File: src/hdl/tprs_pkg.sv
`default_nettype none
// ----------------------------------------------------------------------------
// tprs_pkg: shared types and constants for the track point radius search unit
// Field widths, register codes and reset values, the input and result words,
// and the command and status groups between controller and datapath.
// ----------------------------------------------------------------------------
package tprs_pkg;

	// fixed field widths
	localparam int IDX_W      = 13;
	localparam int COORD_W    = 24;
	localparam int CNT_W      = 14;
	localparam int TOL_W      = 16;
	localparam int AXIS_W     = 16;
	localparam int SQ_W       = 2 * AXIS_W;
	localparam int SUM_W      = SQ_W + 2;
	localparam int TOL_SQ_W   = 2 * TOL_W;
	localparam int CFG_IDX_W  = 3;
	localparam int CFG_DATA_W = 16;
	localparam int MOD_CNT_W  = $clog2(IDX_W);

	// parameter defaults
	localparam int MAX_POINTS_DEF = 8192;
	localparam int COORD_BITS_DEF = 24;

	// register indexes
	localparam logic [CFG_IDX_W-1:0] CFG_POINT_COUNT = 3'd0;
	localparam logic [CFG_IDX_W-1:0] CFG_NORMAL_TOL  = 3'd1;
	localparam logic [CFG_IDX_W-1:0] CFG_PIT_TOL     = 3'd2;
	localparam logic [CFG_IDX_W-1:0] CFG_PIT_ENTRY   = 3'd3;
	localparam logic [CFG_IDX_W-1:0] CFG_PIT_EXIT    = 3'd4;

	// register reset values
	localparam logic [CNT_W-1:0] POINT_COUNT_RST = '0;
	localparam logic [TOL_W-1:0] TOLERANCE_RST   = 16'd480;
	localparam logic [IDX_W-1:0] PIT_INDEX_RST   = '0;

	// function codes
	localparam logic FUNC_LOAD  = 1'b0;
	localparam logic FUNC_QUERY = 1'b1;

	// input word
	typedef struct packed {
		logic                      func;
		logic [IDX_W-1:0]          load_index;
		logic signed [COORD_W-1:0] pos_x;
		logic signed [COORD_W-1:0] pos_y;
		logic signed [COORD_W-1:0] pos_z;
		logic [IDX_W-1:0]          start_offset;
	} point_cmd_t;

	// result word
	typedef struct packed {
		logic             found;
		logic [IDX_W-1:0] match_index;
	} match_res_t;

	// controller to datapath commands
	typedef struct packed {
		logic capture;
		logic mod_step;
		logic mem_write;
		logic scan_init;
		logic scan_issue;
		logic scan_active;
	} ctrl_cmd_t;

	// datapath to controller status
	typedef struct packed {
		logic is_query;
		logic n_zero;
		logic mod_last;
		logic issue_last;
		logic hit;
		logic pipe_empty;
	} dp_stat_t;

endpackage
`default_nettype wire

File: src/hdl/tprs_ctrl.sv
`default_nettype none
// ----------------------------------------------------------------------------
// tprs_ctrl: sequencer for the radius search
// Walks each word through the modulo steps, then a table write or a scan,
// and raises the result strobe when the scan ends, or without a scan for a query on an empty table.
// ----------------------------------------------------------------------------
module tprs_ctrl (
	input  wire logic                clk,
	input  wire logic                arst_n,
	input  wire logic                start,
	output logic                     busy,
	output logic                     done,
	input  wire tprs_pkg::dp_stat_t  stat,
	output tprs_pkg::ctrl_cmd_t      ctl
);
	import tprs_pkg::*;

	typedef enum logic [2:0] {
		ST_IDLE,
		ST_MOD,
		ST_DECIDE,
		ST_SCAN,
		ST_DRAIN
	} state_t;

	state_t state_q;
	logic   busy_q;
	logic   done_q;

	assign busy = busy_q;
	assign done = done_q;

	// decode commands from state
	always_comb begin
		ctl             = '0;
		ctl.capture     = (state_q == ST_IDLE) && start;
		ctl.mod_step    = (state_q == ST_MOD);
		ctl.mem_write   = (state_q == ST_DECIDE) && !stat.is_query;
		ctl.scan_init   = (state_q == ST_DECIDE) && stat.is_query && !stat.n_zero;
		ctl.scan_issue  = (state_q == ST_SCAN);
		ctl.scan_active = (state_q == ST_SCAN) || (state_q == ST_DRAIN);
	end

	// advance state, hold busy and strobe
	always_ff @(posedge clk or negedge arst_n) begin
		if (!arst_n) begin
			state_q <= ST_IDLE;
			busy_q  <= 1'b0;
			done_q  <= 1'b0;
		end else begin
			done_q <= 1'b0;
			case (state_q)
				ST_IDLE: begin
					if (start) begin
						busy_q  <= 1'b1;
						state_q <= ST_MOD;
					end
				end
				ST_MOD: begin
					if (stat.mod_last) begin
						state_q <= ST_DECIDE;
					end
				end
				ST_DECIDE: begin
					if (!stat.is_query) begin
						busy_q  <= 1'b0;
						state_q <= ST_IDLE;
					end else if (stat.n_zero) begin
						done_q  <= 1'b1;
						busy_q  <= 1'b0;
						state_q <= ST_IDLE;
					end else begin
						state_q <= ST_SCAN;
					end
				end
				ST_SCAN: begin
					if (stat.hit) begin
						done_q  <= 1'b1;
						busy_q  <= 1'b0;
						state_q <= ST_IDLE;
					end else if (stat.issue_last) begin
						state_q <= ST_DRAIN;
					end
				end
				ST_DRAIN: begin
					if (stat.hit || stat.pipe_empty) begin
						done_q  <= 1'b1;
						busy_q  <= 1'b0;
						state_q <= ST_IDLE;
					end
				end
				default: begin
					busy_q  <= 1'b0;
					state_q <= ST_IDLE;
				end
			endcase
		end
	end

	// result strobe lasts one cycle
	a_done_pulse: assert property (@(posedge clk) disable iff (!arst_n)
		done |=> !done)
		else $error("result strobe held longer than one cycle");

	// result is given only once the word is finished
	a_done_not_busy: assert property (@(posedge clk) disable iff (!arst_n)
		done |-> !busy)
		else $error("result strobe while still busy");

	// accepted word makes the block busy
	a_accept_busy: assert property (@(posedge clk) disable iff (!arst_n)
		(start && !busy) |=> busy)
		else $error("accepted word did not raise busy");

endmodule
`default_nettype wire

File: config.mk
export PLATFORM = sky130hd
export DESIGN_NAME = tprs_ctrl
export DESIGN_NICKNAME = d
export VERILOG_FILES = /design/src/hdl/tprs_pkg.sv /design/src/hdl/tprs_ctrl.sv
export SDC_FILE = /design/constraint.sdc
export NUM_CORES = 1
export LEC_CHECK = 0
export BUFFER_PORTS_ARGS = -buffer_cell sky130_fd_sc_hd__buf_2
export CAP_MARGIN = 20
export CORE_AREA = 5 5 42 44
export DETAILED_ROUTE_END_ITERATION = 7
export DIE_AREA = 0 0 47 49
export HOLD_SLACK_MARGIN = 0.05
export PLACE_DENSITY = 0.6
export SLEW_MARGIN = 20
export SYNTH_ARGS = -nofsm -noshare
export SYNTH_HDL_FRONTEND = slang
export SYNTH_SLANG_ARGS = --single-unit
File: constraint.sdc
create_clock -name clk -period 1.15 [get_ports clk]
set_clock_uncertainty 0.2 [all_clocks]
set_input_delay 0.115 -clock clk [delete_from_list [all_inputs] [get_ports clk]]
set_output_delay 0.115 -clock clk [all_outputs]
set_load 0.02 [all_outputs]
==> impl_metrics.yaml, run 1 <==
placement:
  port_buffers: 16
  post_dp_cell_area_um2: 588
  dp_cells: 84
  post-dp-hpwl_um: 867
  gp_congestion: 0.813
yosys:
  synth_warnings: 0
  synth_edf_count: 0
  yosysTopAreaCellShare: 0.295
  synth.most_common_cell: "nand2_1"
  synthTopCellsByArea: "dfrtp_1, buf_6, nand2b_4"
  ys_async_sr_fraction: 1.00
  syn_nets: 53
  synth_ff_type: "dfrtp_1"
  synth_area_um2: 424
  ys_top_cells_by_count: "nand2_1, dfrtp_1, inv_1, nor2_1, buf_6"
  synth.ff_latch_count: 5
  synth.distinct_cells: 24
  synth_top_cell_by_area: "dfrtp_1"
  synthCells: 44
  seq_area_frac_synth: 0.295
  avgSynthCellArea_um2: 9.64
drt:
  drt-initial-drc-count: 1
  route.detailed.drc: 0
  wl_mm: 1.22
  vias: 459
  drtAntennaViolNets: 0
  vias_per_cell: 4.64
  drtPass1Iterations: 2
  wire_per_inst_um: 12.3
worst_hold_path:
  hp-class: "in -> reg"
  min-delay-start: "stat[2]"
setup_path:
  reg2reg_from: "state_q[0]"
  worstPathRequired_ns: 0.83
  arrival_ns: 1.25
  cp-end-kind: "output pin"
  startpoint: "state_q[1]"
  startpoint_type: "flop"
  worstPathMaxFanout: 4
  crit_type: "reg -> out"
grt:
  overflow: 0
  antenna_found_initial: 0
  grt_max_degree: 8
  grt_pass1_vias: 501
  grt_use_total: 0.133
  grt_pass1_wl_mm: 2.13
sta:
  tightest_slew_ns: 0.239
  fin_ws_ns: -0.412
  fmax_ghz: 0.640
  hold_violations: 0
  relSlewSlack: 0.840
  slew_violations: 0
  finalSetupTns_ns: -3.05
  period_share: 1.36
  fin_crit_ns: 1.56
  rsz0062_at_grt: "true"
  setup_viol: 11
  fin_hold_ws_ns: 0.0283
outcome:
  violations: "setup timing"
  status: "finished with violations"
power_and_ir_drop:
  clkPwrFrac: 0.114
  switching_share: 0.413
  power_density_nw_per_um2: 2350
  pwr-share-comb: 0.715
  pwr-share-seq: 0.171
  p_leak_uw: 0.000397
  ir_worst_vdd_mv: 1.34
  p_int_uw: 1060
  switching_power_uw: 744
  power.total_uw: 1800
clocking:
  numCtsBuffers: 3
  cts_hold_buf: 5
  clkTransAtPathRegs_ns: 0.04
  clockBufferDepth: 2
  cts.sinks: 5
  clkLatencyLatePin_ns: 0.25
  cts_root_buffer: "clkbuf_4"
  cts_tree: "done"
  htreeDepth: 1
die:
  die_w_um: 47
  rows: 14
  die_area_um2: 2300
  fp.dieH_um: 49
  top_level_ports: 17
  core_um2: 1400
  start_util: 0.303
final_layout:
  layout.cells.non_filler: 99
  n_fill_cell: 145
  finalNetCount: 93
  insertedDiodeCount: 0
  final_area_um2: 768
  syn_to_final_growth_pct: 81.1
  drive_above_1_share: 0.651
run:
  max-cap-violations: 0
## logic make-up after synthesis
logic type,share of synthesized area
buf+inv,0.124
simple gates,0.360
compound gates,0.221
flops,0.295
## stage by stage
step                 util  setup slack [ns]
floorplan               -            -0.179
detailed placement  0.420            -0.206
global placement    0.420            -0.191
CTS                 0.521            -0.402
global route        0.548            -0.458
finish              0.548            -0.412
## state kept, by name (all words and copies together) (netlist names)
name,count
busy,1
done,1
state_q,3
## critical path: stages, from the launching register on
cell and delay, ns:
dfrtp_1 0.42, buf_6 0.15, nor4b_4 0.24, buf_4 0.19
## placed cells by master, fill, tap and decap left out, drive strengths merged
master / n
dfrtp: 5
nor2: 4
o22ai: 1
inv: 5
o2bb2ai: 1
o211ai: 1
o32ai: 1
a31oi: 1
nor3b: 1
clkbuf: 4
o21ai: 4
a21o: 1
nor4b: 1
nor2b: 1
buf: 33
nor3: 2
nand2b: 3
a32oi: 1
nand3b: 1
dlygate4sd3: 5
nand2: 6
a211oi: 1
## power by group through the flow
| stage | Clock, uW | Sequential (uW) | Combinational (uW) |
|---|---|---|---|
| final | 205 | 308 | 1290 |
| after global routing | 237 | 314 | 1400 |
| after CTS | 218 | 306 | 1190 |
| after detailed placement | 0 | 317 | 1000 |
| after global placement | 0 | 316 | 1010 |
| after floorplan | 0 | 312 | 687 |
## repair_timing
item	CTS	global route
buffers inserted	3	3
resized for setup	13	3
endpoints found under the setup margin	11	11
hold endpoints to repair	10	2
pin swaps	5	2
## final timing paths
check                        endpoint  slack (ns)  cells after the start
hold / removal             state_q[1]        0.03                      3
setup reg to reg           state_q[0]       -0.23                      7
hold reg to reg                  busy        0.34                      2
max in group asynchronous  state_q[2]        0.07                      3
setup / recovery               ctl[5]       -0.41                      3
min in group asynchronous  state_q[1]        0.54                      3
## layout make-up
cell class	instances	area [um^2]	area share
Tap cell	16	20.0	0.0261
Clock buffer	4	26.3	0.0342
Multi-Input combinational cell	31	282	0.366
Timing Repair Buffer	38	295	0.384
Inverter	5	18.8	0.0244
Sequential cell	5	126	0.164
## metal layers
metal	global-route usage	vias to the layer above	wire, um
li1	-	229	-
met3	0.0738	5	105
met1	0.144	208	465
met5	0	-	0
met2	0.192	17	614
met4	0.0829	0	36
No activity file was read; power rests on OpenSTA's default activity.
==> inputs of run 2 (changes only) <==
Settings changed: RECOVER_POWER from default to 100.
==> run 2 against run 1 <==
  * The flow still finishes with violations (setup timing)
  * Final cell count unchanged
  * Maximum frequency hardly changed
  * Final area is the same
  * Register-to-register slack about the same
  * Worst setup slack lost 0.00075 ns
  * Wire length decreased by 0.25%
  * Count of clock-buffer cells in the layout unchanged
  * Flip-flop and latch count did not move
  * Utilization did not move
  * Critical endpoint unchanged
  * Die area unchanged
  * Combinational power is essentially flat
  * Critical path type unchanged
==> impl_metrics.yaml, run 2 (synthesis gave the netlist of run 1 again) <==
grt:
  grt_pass1_vias: 501
  grt_pass1_wl_mm: 2.13
  grt_use_total: 0.133
  grt_max_degree: 8
  antenna_found_initial: 0
  overflow: 0
final_layout:
  final_area_um2: 768
  final_common_cell: "buf_4"
  top_register: "state_q"
  largest_reg_flops: 3
  finalNetCount: 93
  drive_above_1_share: 0.651
  layout_common_cells: "buf_4, buf_2, buf_6, nand2_1, dlygate4sd3_1"
  syn_to_final_growth_pct: 81.1
  insertedDiodeCount: 0
clocking:
  numCtsBuffers: 3
  htreeDepth: 1
  clkTransAtPathRegs_ns: 0.04
  cts_hold_buf: 5
  clkLatencyLatePin_ns: 0.25
  cts_tree: "done"
  cts.sinks: 5
  cts_root_buffer: "clkbuf_4"
  clockBufferDepth: 2
sta:
  fmax_ghz: 0.640
  hold_violations: 0
  tightest_slew_ns: 0.239
  finalSetupTns_ns: -3.06
  fin_ws_ns: -0.413
  relSlewSlack: 0.840
  setup_viol: 11
  fin_crit_ns: 1.56
  rsz0062_at_grt: "true"
  slew_violations: 0
  fin_hold_ws_ns: 0.0287
  period_share: 1.36
setup_path:
  cp-end-kind: "output pin"
  arrival_ns: 1.25
  crit_type: "reg -> out"
  worstPathMaxFanout: 4
  startpoint_type: "flop"
  worstPathRequired_ns: 0.83
drt:
  wl_mm: 1.22
  drt-initial-drc-count: 1
  wire_per_inst_um: 12.3
  drtAntennaViolNets: 0
  drtPass1Iterations: 2
  vias_per_cell: 4.65
  route.detailed.drc: 0
  vias: 460
outcome:
  violations: "setup timing"
  status: "finished with violations"
worst_hold_path:
  hp-class: "in -> reg"
placement:
  port_buffers: 16
  post-dp-hpwl_um: 867
  gp_congestion: 0.813
  post_dp_cell_area_um2: 588
power_and_ir_drop:
  p_leak_uw: 0.000396
  power_density_nw_per_um2: 2350
  ir_worst_vdd_mv: 1.34
die:
  fp.dieH_um: 49
  rows: 14
  die_area_um2: 2300
  start_util: 0.303
  top_level_ports: 17
  die_w_um: 47
  core_um2: 1400
run:
  max-cap-violations: 0
[run 2: per-layer routing]
layer  vias to the layer above  global-route usage  share of wire
met5                         -                   0              0
met4                         0              0.0829          0.030
met3                         5              0.0738          0.086
met2                        17               0.192           0.51
met1                       209               0.144           0.38
li1                        229                   -              -
[run 2: cell type report]
class,instances,area [um^2]
flip-flops and latches,5,126
repair buffers,38,295
inverters,5,18.8
multi-input cells,31,282
well taps,16,20.0
fillers,145,633
clock buffers,4,26.3
[run 2: worst max-delay path, stage by stage, from the launching register on]
cell     delay [ns]
dfrtp_1        0.42
buf_6          0.15
nor4b_4        0.24
buf_4          0.19
[run 2: power breakdown]
| group | total (uW) | switching, uW | leakage (uW) | internal [uW] |
|---|---|---|---|---|
| logic | 1290 | 608 | 0.000319 | 680 |
| clock network | 206 | 74.2 | 0.0000150 | 131 |
| registers | 308 | 62.2 | 0.0000629 | 246 |
[run 2: metrics by stage]
stage,setup slack [ns],power (uW),instances,util
finish,-0.413,1800,99,0.548
detailed placement,-0.206,1320,84,0.420
CTS,-0.402,1720,96,0.521
floorplan,-0.179,999,44,-
global placement,-0.191,1320,84,0.420
global route,-0.458,1950,99,0.548
[run 2: worst paths after layout]
path	from	end	slack, ns	depth (start not counted)
worst min-delay path	stat[2]	state_q[1]	0.03	3
worst min register to register	busy	busy	0.34	2
worst max register to register	state_q[0]	state_q[0]	-0.23	7
min in group asynchronous	arst_n	state_q[1]	0.55	3
worst max-delay path	state_q[1]	ctl[5]	-0.41	3
max in group asynchronous	arst_n	state_q[2]	0.06	3
[run 2: what timing repair did]
item | in CTS | in global routing
setup endpoints to repair | 11 | 11
endpoints found under the hold margin | 10 | 2
buffers inserted | 3 | 3
gates resized for setup | 13 | 3
pin swaps | 5 | 2
